--- src/sv/ctb_pkg.sv ---
// Shared widths, constants and reset values for the cycle counter timebase.
// No dependencies; every other file refers to it by scoped names.
package ctb_pkg;

	localparam int RAW_WIDTH_DEFAULT = 32;

	localparam int FREQ_W  = 12;
	localparam int COUNT_W = 32;
	localparam int TOTAL_W = 64;
	localparam int SEC_W   = 45;
	localparam int SUB_W   = 10;
	localparam int STEP_W  = $clog2(SEC_W + 1);

	localparam logic [FREQ_W-1:0] FREQ_RESET = FREQ_W'(168);

	localparam logic [COUNT_W-1:0] CYC_PER_S_PER_MHZ  = COUNT_W'(1000000);
	localparam logic [COUNT_W-1:0] CYC_PER_MS_PER_MHZ = COUNT_W'(1000);

endpackage

--- src/sv/ctb_sample_if.sv ---
// Input channel of the timebase: one counter sample and a reference sample per beat.
// Depends on ctb_pkg for field widths.
interface ctb_sample_if;
	logic                        valid;
	logic                        ready;
	logic [ctb_pkg::COUNT_W-1:0] cycle_count;
	logic [ctb_pkg::COUNT_W-1:0] reference_count;

	modport source (output valid, cycle_count, reference_count, input ready);
	modport sink   (input valid, cycle_count, reference_count, output ready);
endinterface

--- src/sv/ctb_result_if.sv ---
// Output channel of the timebase: extended count and its time split per beat.
// Depends on ctb_pkg for field widths.
interface ctb_result_if;
	logic                        valid;
	logic                        ready;
	logic [ctb_pkg::COUNT_W-1:0] elapsed_cycles;
	logic [ctb_pkg::TOTAL_W-1:0] total_cycles;
	logic [ctb_pkg::SEC_W-1:0]   seconds;
	logic [ctb_pkg::SUB_W-1:0]   milliseconds;
	logic [ctb_pkg::SUB_W-1:0]   microseconds;

	modport source (output valid, elapsed_cycles, total_cycles, seconds, milliseconds,
		microseconds, input ready);
	modport sink   (input valid, elapsed_cycles, total_cycles, seconds, milliseconds,
		microseconds, output ready);
endinterface

--- src/sv/cycle_counter_timebase_unit.sv ---
// Cycle counter timebase: wrap extension to 64 bits and a seconds/ms/us split.
// Depends on ctb_pkg, ctb_sample_if and ctb_result_if.
//
//   channel  | kind            | payload
//   ---------+-----------------+-------------------------------------------------
//   sample   | valid/ready in  | cycle_count, reference_count
//   result   | valid/ready out | elapsed_cycles, total_cycles, seconds, ms, us
//   cfg      | write only      | counter clock in MHz (cfg_we, cfg_wdata)
//
// One beat runs from accept to result valid through 45 steps of the shared
// restoring divide stage for seconds, 10 for milliseconds, 10 for microseconds,
// and then the output state. The sample side is ready again in the cycle after
// the result is loaded, so no new sample is taken while a beat is in progress.
// Reset clears the wrap count, last sample and output valid, and sets 168 MHz.
// A stalled result holds in the output register; the next sample is taken meanwhile
// and its result waits in the output state until the output register is free.
module cycle_counter_timebase_unit #(
	parameter int RAW_WIDTH = ctb_pkg::RAW_WIDTH_DEFAULT
) (
	input  logic                       clk,
	input  logic                       arst_n,
	ctb_sample_if.sink                 sample,
	ctb_result_if.source               result,
	input  logic                       cfg_we,
	input  logic [ctb_pkg::FREQ_W-1:0] cfg_wdata
);

	typedef enum logic [2:0] {
		S_IDLE,
		S_DIV_S,
		S_DIV_MS,
		S_DIV_US,
		S_OUT
	} state_t;

	state_t state_q;

	logic [ctb_pkg::FREQ_W-1:0]  freq_q;
	logic [31:0]                 wrap_q;
	logic [RAW_WIDTH-1:0]        last_q;

	logic [ctb_pkg::COUNT_W-1:0] div_q;
	logic [ctb_pkg::COUNT_W-1:0] rem_q;
	logic [ctb_pkg::SEC_W-1:0]   sh_q;
	logic [ctb_pkg::STEP_W-1:0]  cnt_q;

	logic [ctb_pkg::COUNT_W-1:0] elapsed_q;
	logic [ctb_pkg::TOTAL_W-1:0] total_q;
	logic [ctb_pkg::SEC_W-1:0]   secs_q;
	logic [ctb_pkg::SUB_W-1:0]   ms_q;
	logic [ctb_pkg::SUB_W-1:0]   us_q;

	logic [RAW_WIDTH-1:0]        now;
	logic [RAW_WIDTH-1:0]        ref_smp;
	logic [RAW_WIDTH-1:0]        elap_raw;
	logic [31:0]                 wrap_next;
	logic [ctb_pkg::TOTAL_W-1:0] total;
	logic [ctb_pkg::FREQ_W-1:0]  f_eff;
	logic [ctb_pkg::COUNT_W-1:0] per_s;
	logic [ctb_pkg::COUNT_W-1:0] per_ms;

	logic [ctb_pkg::COUNT_W:0]   shifted;
	logic [ctb_pkg::COUNT_W+1:0] diff;
	logic                        take;
	logic [ctb_pkg::COUNT_W-1:0] rem_next;
	logic [ctb_pkg::SEC_W-1:0]   sh_next;
	logic                        last_step;
	logic                        accept;
	logic                        out_free;

	assign now      = sample.cycle_count[RAW_WIDTH-1:0];
	assign ref_smp  = sample.reference_count[RAW_WIDTH-1:0];
	assign elap_raw = now - ref_smp;
	assign wrap_next = (now < last_q) ? wrap_q + 32'd1 : wrap_q;
	assign total    = (ctb_pkg::TOTAL_W'(wrap_next) << RAW_WIDTH) | ctb_pkg::TOTAL_W'(now);

	assign f_eff  = (freq_q == '0) ? ctb_pkg::FREQ_W'(1) : freq_q;
	assign per_s  = ctb_pkg::COUNT_W'(ctb_pkg::COUNT_W'(f_eff) * ctb_pkg::CYC_PER_S_PER_MHZ);
	assign per_ms = ctb_pkg::COUNT_W'(ctb_pkg::COUNT_W'(f_eff) * ctb_pkg::CYC_PER_MS_PER_MHZ);

	// shared restoring divide step, one quotient bit per cycle
	assign shifted  = {rem_q, sh_q[ctb_pkg::SEC_W-1]};
	assign diff     = {1'b0, shifted} - {2'b00, div_q};
	assign take     = ~diff[ctb_pkg::COUNT_W+1];
	assign rem_next = take ? diff[ctb_pkg::COUNT_W-1:0] : shifted[ctb_pkg::COUNT_W-1:0];
	assign sh_next  = {sh_q[ctb_pkg::SEC_W-2:0], take};
	assign last_step = (cnt_q == ctb_pkg::STEP_W'(1));

	assign sample.ready = (state_q == S_IDLE);
	assign accept       = sample.valid & sample.ready;
	assign out_free     = ~result.valid | result.ready;

	always_ff @(posedge clk or negedge arst_n) begin
		if (!arst_n) begin
			freq_q       <= ctb_pkg::FREQ_RESET;
			wrap_q       <= '0;
			last_q       <= '0;
			state_q      <= S_IDLE;
			result.valid <= 1'b0;
		end else begin
			if (cfg_we) begin
				freq_q <= cfg_wdata;
			end
			if (result.valid && result.ready && state_q != S_OUT) begin
				result.valid <= 1'b0;
			end
			unique case (state_q)
				S_IDLE: begin
					if (accept) begin
						wrap_q    <= wrap_next;
						last_q    <= now;
						total_q   <= total;
						elapsed_q <= ctb_pkg::COUNT_W'(elap_raw);
						rem_q     <= ctb_pkg::COUNT_W'(total[ctb_pkg::TOTAL_W-1:ctb_pkg::SEC_W]);
						sh_q      <= total[ctb_pkg::SEC_W-1:0];
						div_q     <= per_s;
						cnt_q     <= ctb_pkg::STEP_W'(ctb_pkg::SEC_W);
						state_q   <= S_DIV_S;
					end
				end
				S_DIV_S, S_DIV_MS, S_DIV_US: begin
					if (last_step) begin
						// quotients below 1024 start with the top bits already in the remainder
						rem_q <= ctb_pkg::COUNT_W'(rem_next[ctb_pkg::COUNT_W-1:ctb_pkg::SUB_W]);
						sh_q  <= {rem_next[ctb_pkg::SUB_W-1:0],
							(ctb_pkg::SEC_W - ctb_pkg::SUB_W)'(0)};
						cnt_q <= ctb_pkg::STEP_W'(ctb_pkg::SUB_W);
						if (state_q == S_DIV_S) begin
							secs_q  <= sh_next;
							div_q   <= per_ms;
							state_q <= S_DIV_MS;
						end else if (state_q == S_DIV_MS) begin
							ms_q    <= sh_next[ctb_pkg::SUB_W-1:0];
							div_q   <= ctb_pkg::COUNT_W'(f_eff);
							state_q <= S_DIV_US;
						end else begin
							us_q    <= sh_next[ctb_pkg::SUB_W-1:0];
							state_q <= S_OUT;
						end
					end else begin
						rem_q <= rem_next;
						sh_q  <= sh_next;
						cnt_q <= cnt_q - ctb_pkg::STEP_W'(1);
					end
				end
				S_OUT: begin
					if (out_free) begin
						result.valid          <= 1'b1;
						result.elapsed_cycles <= elapsed_q;
						result.total_cycles   <= total_q;
						result.seconds        <= secs_q;
						result.milliseconds   <= ms_q;
						result.microseconds   <= us_q;
						state_q               <= S_IDLE;
					end
				end
				default: begin
					state_q <= S_IDLE;
				end
			endcase
		end
	end

endmodule

--- src/flat_wrapper.sv ---
// flat-port wrapper written by rule: the top's interface ports become plain ports
module cycle_counter_timebase_unit_flat 
#(
	parameter int RAW_WIDTH = ctb_pkg::RAW_WIDTH_DEFAULT
)
  (clk, arst_n, cfg_we, cfg_wdata, sample_valid, sample_cycle_count, sample_reference_count, sample_ready, result_valid, result_elapsed_cycles, result_total_cycles, result_seconds, result_milliseconds, result_microseconds, result_ready);
  ctb_sample_if sample_i ();
  ctb_result_if result_i ();
  input  logic clk;
  input  logic arst_n;
  input  logic cfg_we;
  input  logic [ctb_pkg::FREQ_W-1:0] cfg_wdata;
  input wire logic [$bits(sample_i.valid)-1:0] sample_valid;
  input wire logic [$bits(sample_i.cycle_count)-1:0] sample_cycle_count;
  input wire logic [$bits(sample_i.reference_count)-1:0] sample_reference_count;
  output wire logic [$bits(sample_i.ready)-1:0] sample_ready;
  output wire logic [$bits(result_i.valid)-1:0] result_valid;
  output wire logic [$bits(result_i.elapsed_cycles)-1:0] result_elapsed_cycles;
  output wire logic [$bits(result_i.total_cycles)-1:0] result_total_cycles;
  output wire logic [$bits(result_i.seconds)-1:0] result_seconds;
  output wire logic [$bits(result_i.milliseconds)-1:0] result_milliseconds;
  output wire logic [$bits(result_i.microseconds)-1:0] result_microseconds;
  input wire logic [$bits(result_i.ready)-1:0] result_ready;
  assign sample_i.valid = sample_valid;
  assign sample_i.cycle_count = sample_cycle_count;
  assign sample_i.reference_count = sample_reference_count;
  assign sample_ready = sample_i.ready;
  assign result_valid = result_i.valid;
  assign result_elapsed_cycles = result_i.elapsed_cycles;
  assign result_total_cycles = result_i.total_cycles;
  assign result_seconds = result_i.seconds;
  assign result_milliseconds = result_i.milliseconds;
  assign result_microseconds = result_i.microseconds;
  assign result_i.ready = result_ready;
  cycle_counter_timebase_unit #(.RAW_WIDTH(RAW_WIDTH)) u_core (.clk(clk), .arst_n(arst_n), .sample(sample_i), .result(result_i), .cfg_we(cfg_we), .cfg_wdata(cfg_wdata));
endmodule
--- config.mk ---
export PLATFORM = sky130hd
export DESIGN_NAME = cycle_counter_timebase_unit_flat
export DESIGN_NICKNAME = d
export VERILOG_FILES = /design/src/sv/ctb_pkg.sv /design/src/sv/ctb_sample_if.sv /design/src/sv/ctb_result_if.sv /design/src/sv/cycle_counter_timebase_unit.sv /design/src/flat_wrapper.sv
export SDC_FILE = /design/constraint.sdc
export NUM_CORES = 1
export LEC_CHECK = 0
export BUFFER_PORTS_ARGS = -buffer_cell sky130_fd_sc_hd__buf_2
export CORE_ASPECT_RATIO = 2
export CORE_MARGIN = 8
export CORE_UTILIZATION = 60
export DETAILED_ROUTE_END_ITERATION = 12
export HOLD_SLACK_MARGIN = 0.05
export PLACE_DENSITY = 0.8
export SLEW_MARGIN = 20
export SYNTH_ARGS = -nofsm -noshare
export SYNTH_HDL_FRONTEND = slang
export SYNTH_SLANG_ARGS = --single-unit
--- constraint.sdc ---
create_clock -name clk -period 9.1 [get_ports clk]
set_clock_uncertainty 0.05 [all_clocks]
set_input_delay 1.365 -clock clk [delete_from_list [all_inputs] [get_ports clk]]
set_output_delay 1.365 -clock clk [all_outputs]
set_load 0.05 [all_outputs]
Yosys cells after proc, flatten, opt, wreduce, memory -nomap -nowiden
Index checks and enable logic that the tools add are counted.
{ "totals": {"ff_bits": 517, "output_inout_bits": 163} }
{ "classes": {"add_sub_neg": 4, "multipliers": 2, "magnitude_cmp": 1, "eq_ne": 10, "n_mux": 26, "bitwise": 7, "n_reduce_logical": 15} }
{ "op_table": {"columns": ["operator", "n"], "rows": [
  ["$mux 32", 8],
  ["$pmux 32 s2", 2],
  ["$mux 45", 2],
  ["$pmux 45 s2", 1],
  ["$or 64x32->64", 1],
  ["$sub 33x32->34", 1],
  ["$add 32x1->32 const B", 1],
  ["$lt 32x32->1", 1],
  ["$sub 32x32->32", 1],
  ["$mul 12x14->26 const B", 1],
  ["$mul 12x7->19 const B", 1],
  ["$mux 3", 5],
  ["$reduce_and 5->1", 3],
  ["$logic_not 12->1", 1],
  ["$mux 12", 1],
  ["$mux 6", 2],
  ["$pmux 6 s2", 1],
  ["$reduce_and 3->1", 4],
  ["$pmux 3 s3", 1],
  ["$eq 3x2->1 const B", 2],
  ["$eq 6x1->1 const B", 1],
  ["$sub 6x1->6 const B", 1],
  ["$ne 2x1->1 const B", 2],
  ["$not 1->1", 4],
  ["14 further kinds", 17]
]} }

Longest topological paths before layout
{ "logic_depth": {"depth_word": 6, "depth_mapped": 25, "ltp_nobuf": 24} }

Least setup slack after synthesis
Ideal clock, no wire load.
{ "synth_timing": {"path_type": "in2reg", "from": "in result_ready", "to": "reg u_core.result.elapsed_cycles[0], enable pin", "t_arrival_ps": 8285, "required_time_ps": 8363, "slack_ps": 78, "stages": 3, "path_buffers": 0, "cell_sequence": "nand2b_1 > nand2_1 > nor2_1"} }
{ "synth_between": {"elab_chain_cells": 2} }
{ "synth_lines": {"columns": ["element", "line_no", "text"], "rows": [
  ["start, declared", "flat_wrapper.sv:23", "input wire logic [$bits(result_i.ready)-1:0] result_ready;"],
  ["$or 1x1->1", "cycle_counter_timebase_unit.sv:91", "assign out_free = ~result.valid | result.ready;"],
  ["$reduce_and 3->1 (no line)", null, null],
  ["end signal, assigned", "cycle_counter_timebase_unit.sv:149", "result.elapsed_cycles <= elapsed_q;"],
  ["end, declared", "ctb_result_if.sv:12", "modport source (output valid, elapsed_cycles, total_cycles, seconds, milliseconds,"]
]} }
No other way between the ends.
A chain may end at the register's enable or synchronous reset.

Final worst setup path
{ "layout_timing": {"from": "reg u_core.freq_q[5] (netlist bit)", "to": "reg u_core.div_q[20] (netlist bit) (data pin)"} }
{ "layout_between": {"elab_chain_cells": 6, "elab_cells_between_ends": 8, "cone_classes": "mul: 2; mux: 5; reduce/logical: 1"} }
{ "layout_lines": {"columns": ["element", "line_no", "text"], "rows": [
  ["start, declared", "cycle_counter_timebase_unit.sv:38", "logic [ctb_pkg::FREQ_W-1:0] freq_q;"],
  ["start signal, assigned", "cycle_counter_timebase_unit.sv:95", "freq_q <= ctb_pkg::FREQ_RESET;"],
  ["start signal, assigned", "cycle_counter_timebase_unit.sv:102", "freq_q <= cfg_wdata;"],
  ["$logic_not 12->1 (*)", "cycle_counter_timebase_unit.sv:77", "assign f_eff = (freq_q == '0) ? ctb_pkg::FREQ_W'(1) : freq_q;"],
  ["$mux 12 (*)", "cycle_counter_timebase_unit.sv:77", null],
  ["named net u_core.f_eff, one bit", "cycle_counter_timebase_unit.sv:58", "logic [ctb_pkg::FREQ_W-1:0] f_eff;"],
  ["$mul 12x7->19", "cycle_counter_timebase_unit.sv:79", "assign per_ms = ctb_pkg::COUNT_W'(ctb_pkg::COUNT_W'(f_eff) * ctb_pkg::CYC_PER_MS_PER_MHZ);"],
  ["$mux 32", "cycle_counter_timebase_unit.sv:128", "if (state_q == S_DIV_S) begin"],
  ["$mux 32", "cycle_counter_timebase_unit.sv:122", "if (last_step) begin"],
  ["$pmux 32 s2 (*)", "cycle_counter_timebase_unit.sv:107", "unique case (state_q)"],
  ["end signal, assigned", "cycle_counter_timebase_unit.sv:116", "div_q <= per_s;"],
  ["end signal, assigned", "cycle_counter_timebase_unit.sv:130", "div_q <= per_ms;"],
  ["end signal, assigned", "cycle_counter_timebase_unit.sv:134", "div_q <= ctb_pkg::COUNT_W'(f_eff);"],
  ["end, declared", "cycle_counter_timebase_unit.sv:42", "logic [ctb_pkg::COUNT_W-1:0] div_q;"]
]} }
The timed path passes the listed nets; every way through them passes the cells marked *. The select of a mux whose other input is x is not followed.

==> impl_metrics.tcl <==
set metrics [dict create \
    status "finished clean" \
    seq_area_um2 15100 \
    synth_top_family_by_area "adder cells" \
    path_cells "inv_1 -> ha_1 -> and4b_1 -> nand4_1 -> nor2b_1 -> inv_1 -> fa_1 -> inv_1 -> fa_1 -> inv_1 -> fa_1 -> inv_1 -> fa_1 -> inv_1 -> ha_1 -> a21oi_1 -> o21bai_1 -> a21oi_1 -> o21ai_0 -> a41oi_1 -> a21oi_1 -> a21oi_1 -> xor2_1 -> o22ai_1" \
    slew_violations 0 \
    post-route-min-period_ps 7110 \
    mappedNetlistArea_um2 27600 \
    start_util_pct 60.4 \
    synth_compound_area_share_pct 9.98 \
    yosysUniqueCellTypes 87 \
    worstSetupEndpointType "register" \
    ios 244 \
    synthTopCellsByArea "edfxtp_1 48%, ha_1 9.8%, dfrtp_1 7.0%" \
    dieArea_um2 53600 \
    wl_met2_um 40600 \
    reg2reg_to "u_core.div_q[20]$_DFFE_PP_" \
    routed_wirelength_um 74200 \
    cts_buffers 43 \
    ys_ff_latch 517 \
    endpoint "u_core.div_q[20]$_DFFE_PP_" \
    synthAdderAreaFrac_pct 15.1 \
    cts.sinks 517 \
    place_congestion 1.05 \
    core-area_um2 45700 \
    ys_async_sr_fraction_pct 15.5 \
    cts_tree "done" \
    grtUsageTotal_pct 27.9 \
    drc 0 \
    synth-simple-area-share_pct 9.64 \
    hpwlAfterDp_um 57700 \
    drive_gt1_share_pct 14.6 \
    internal-power_mw 5.72 \
    timing.critical_path.from_type "register" \
    worstRegToRegCells 24 \
    clock-root-buffer "clkbuf_16" \
    grt_pass1_wl_um 113000 \
    dr.pass1.iters 5 \
    ant_nets 0 \
    ff2ff_setup_slack_ps 1990 \
    syn_avg_cell_area_um2 12.0 \
    synth_fp_nets 2670 \
    cp_slowest_stage_delay_ps 650 \
    setup_viol 0 \
    hp-class "reg2reg" \
    peakVddDrop_mv 0.220 \
    hold_slack_ps 359 \
    synthCells 2299 \
    p_seq_share_pct 33.9 \
    synth_top_area_share_pct 47.5 \
    final.period_utilization_pct 78.2 \
    die_w_um 168 \
    num_rows 111 \
    p_sw_share_pct 38.7 \
    maxSlewHeadroom_pct 23.9 \
    postCtsHoldBufs 0 \
    synth_edf_count 437 \
    synthMuxAreaShare_pct 1.35 \
    die_h_um 319 \
    layout_common_cells "437 x edfxtp_1, 259 x inv_1, 242 x buf_2" \
    grt-ovfl-total 0 \
    path_common_cell "inv_1" \
    post_cts_buffers 0 \
    cts_max_level 2 \
    layout_commonest_cell "edfxtp_1" \
    timing.fmax_mhz 141 \
    final_util_pct 67.6 \
    wl_per_cell_um 23.7 \
    tightest_slew_ps 1140 \
    p_switching_mw 3.62 \
    yosysSeqAreaShare_pct 54.8 \
    multiInputGateArea_um2 11300 \
    grt_start_max_net_pins 80 \
    viasPerCell 6.01 \
    port_buffers 243 \
    setup_tns_ps 0 \
    cellLeakagePower_nw 13.3 \
    final_hold_viol_count 0 \
    clkTransAtPathRegs_ps 70 \
    grt_pass1_vias 20100 \
    clock_latency_ps 570 \
    fill_cells 3272 \
    synth_xor_area_share_pct 4.59 \
    yosysTopAreaCell "edfxtp_1" \
    nets 2907 \
    drt_iter0_drc 1235 \
    area_growth_pct 11.8 \
    drv_cap 0 \
    antenna_found_initial 2 \
    synthFlopType "edfxtp_1" \
    wl_met3_um 3560 \
    slowest_stage "fa_1" \
    cts_resized 0 \
    crit_start "u_core.freq_q[5]$_DFFE_PN1P_" \
    clkPwrFrac_pct 20.3 \
    rr_startpoint "u_core.freq_q[5]$_DFFE_PN1P_" \
    cp_max_fo 13 \
    num_vias 18900 \
    rsz0062_at_grt "no" \
    comb_power_share_pct 45.7 \
    clockBufferDepth 3 \
    powerDensity_nw_per_um2 303 \
    wl_met1_um 22200 \
    arrival_ps 7350 \
    cp.required_ps 9340 \
    yosysWarningCount 0 \
    worst-setup-path-type "reg2reg" \
    dr.max_layer_used "met4" \
]
## worst min path at each step
| stage | slack (ps) | to | startpoint | cells past startpoint |
|---|---|---|---|---|
| 2_1_floorplan | 350 | u_core.result.elapsed_cycles[0]$_DFFE_PP_ | u_core.elapsed_q[0]$_DFFE_PP_ | 0 |
| 3_3_place_gp | 350 | u_core.result.elapsed_cycles[15]$_DFFE_PP_ | u_core.elapsed_q[15]$_DFFE_PP_ | 0 |
| 3_5_place_dp | 350 | u_core.result.elapsed_cycles[21]$_DFFE_PP_ | u_core.elapsed_q[21]$_DFFE_PP_ | 0 |
| 4_1_cts | 360 | u_core.result.total_cycles[55]$_DFFE_PP_ | u_core.total_q[55]$_DFFE_PP_ | 0 |
| 5_1_grt | 370 | u_core.result.total_cycles[48]$_DFFE_PP_ | u_core.total_q[48]$_DFFE_PP_ | 0 |
| 6_report | 360 | u_core.result.total_cycles[55]$_DFFE_PP_ | u_core.total_q[55]$_DFFE_PP_ | 0 |
## per-layer routing
metal | vias to the layer above | GRT usage (%)
li1 | 8650 | -
met1 | 9175 | 23.8
met2 | 742 | 53.4
met3 | 291 | 4.57
met4 | 0 | 25.2
met5 | - | 0
## metrics by stage
step	area (um2)	total power, mW	setup WS (ps)	cells
after detailed placement	29400	7.40	2000	3056
after global placement	29400	7.25	2130	3056
final	30900	9.34	1990	3138
after CTS	30900	9.30	2000	3135
after floorplan	27600	6.23	78.3	2299
after global routing	30900	9.91	1570	3135
## state kept, by name, summed over array words and instances, names as in the netlist, 45 cells and up
| register | count |
|---|---|
| u_core.result.seconds | 45 |
| u_core.result.total_cycles | 64 |
| u_core.secs_q | 45 |
| u_core.sh_q | 45 |
| u_core.total_q | 64 |
## Yosys cell counts, drive strengths merged, types with 29 or more instances
| master | instances |
|---|---|
| a21o | 50 |
| nor2 | 117 |
| ha | 217 |
| inv | 259 |
| nand2 | 210 |
| edfxtp | 437 |
| clkbuf | 46 |
| o21ai | 113 |
| xor2 | 62 |
| dfrtp | 77 |
| nand3 | 68 |
| xnor2 | 82 |
| a21oi | 107 |
| nand4 | 29 |
| fa | 73 |
| nor3 | 38 |
## power groups by stage
stage	logic, mW	clock network [mW]	registers [mW]
after floorplan	3.09	0	3.15
after global placement	4.05	0	3.20
after detailed placement	4.19	0	3.21
after CTS	4.23	1.91	3.16
after global routing	4.72	2.00	3.19
final	4.27	1.90	3.17
## kinds of logic after synthesis
family / count (synthesis)
xor+xnor: 144
fa+ha+maj: 290
flops: 517
buf+inv: 324
compound gates: 422
mux: 36
simple gates: 566
## worst max-delay path: cells and delay by family (launching register included)
kind            cells  cell delay [ps]
flops               1              570
buf+inv             6              560
fa+ha+maj           6             2630
simple gates        3             1000
xor+xnor            1              200
compound gates      8             1830
## layout make-up
cell class	instances	area share [%]
Sequential cell	517	49.0
Clock buffer	54	3.65
Inverter	259	3.15
Multi-Input combinational cell	1458	36.6
Timing Repair Buffer	257	4.29
Antenna cell	3	0.0243
Tap cell	565	2.29
Clock inverter	25	0.993
No activity file was read; power rests on OpenSTA's default activity.
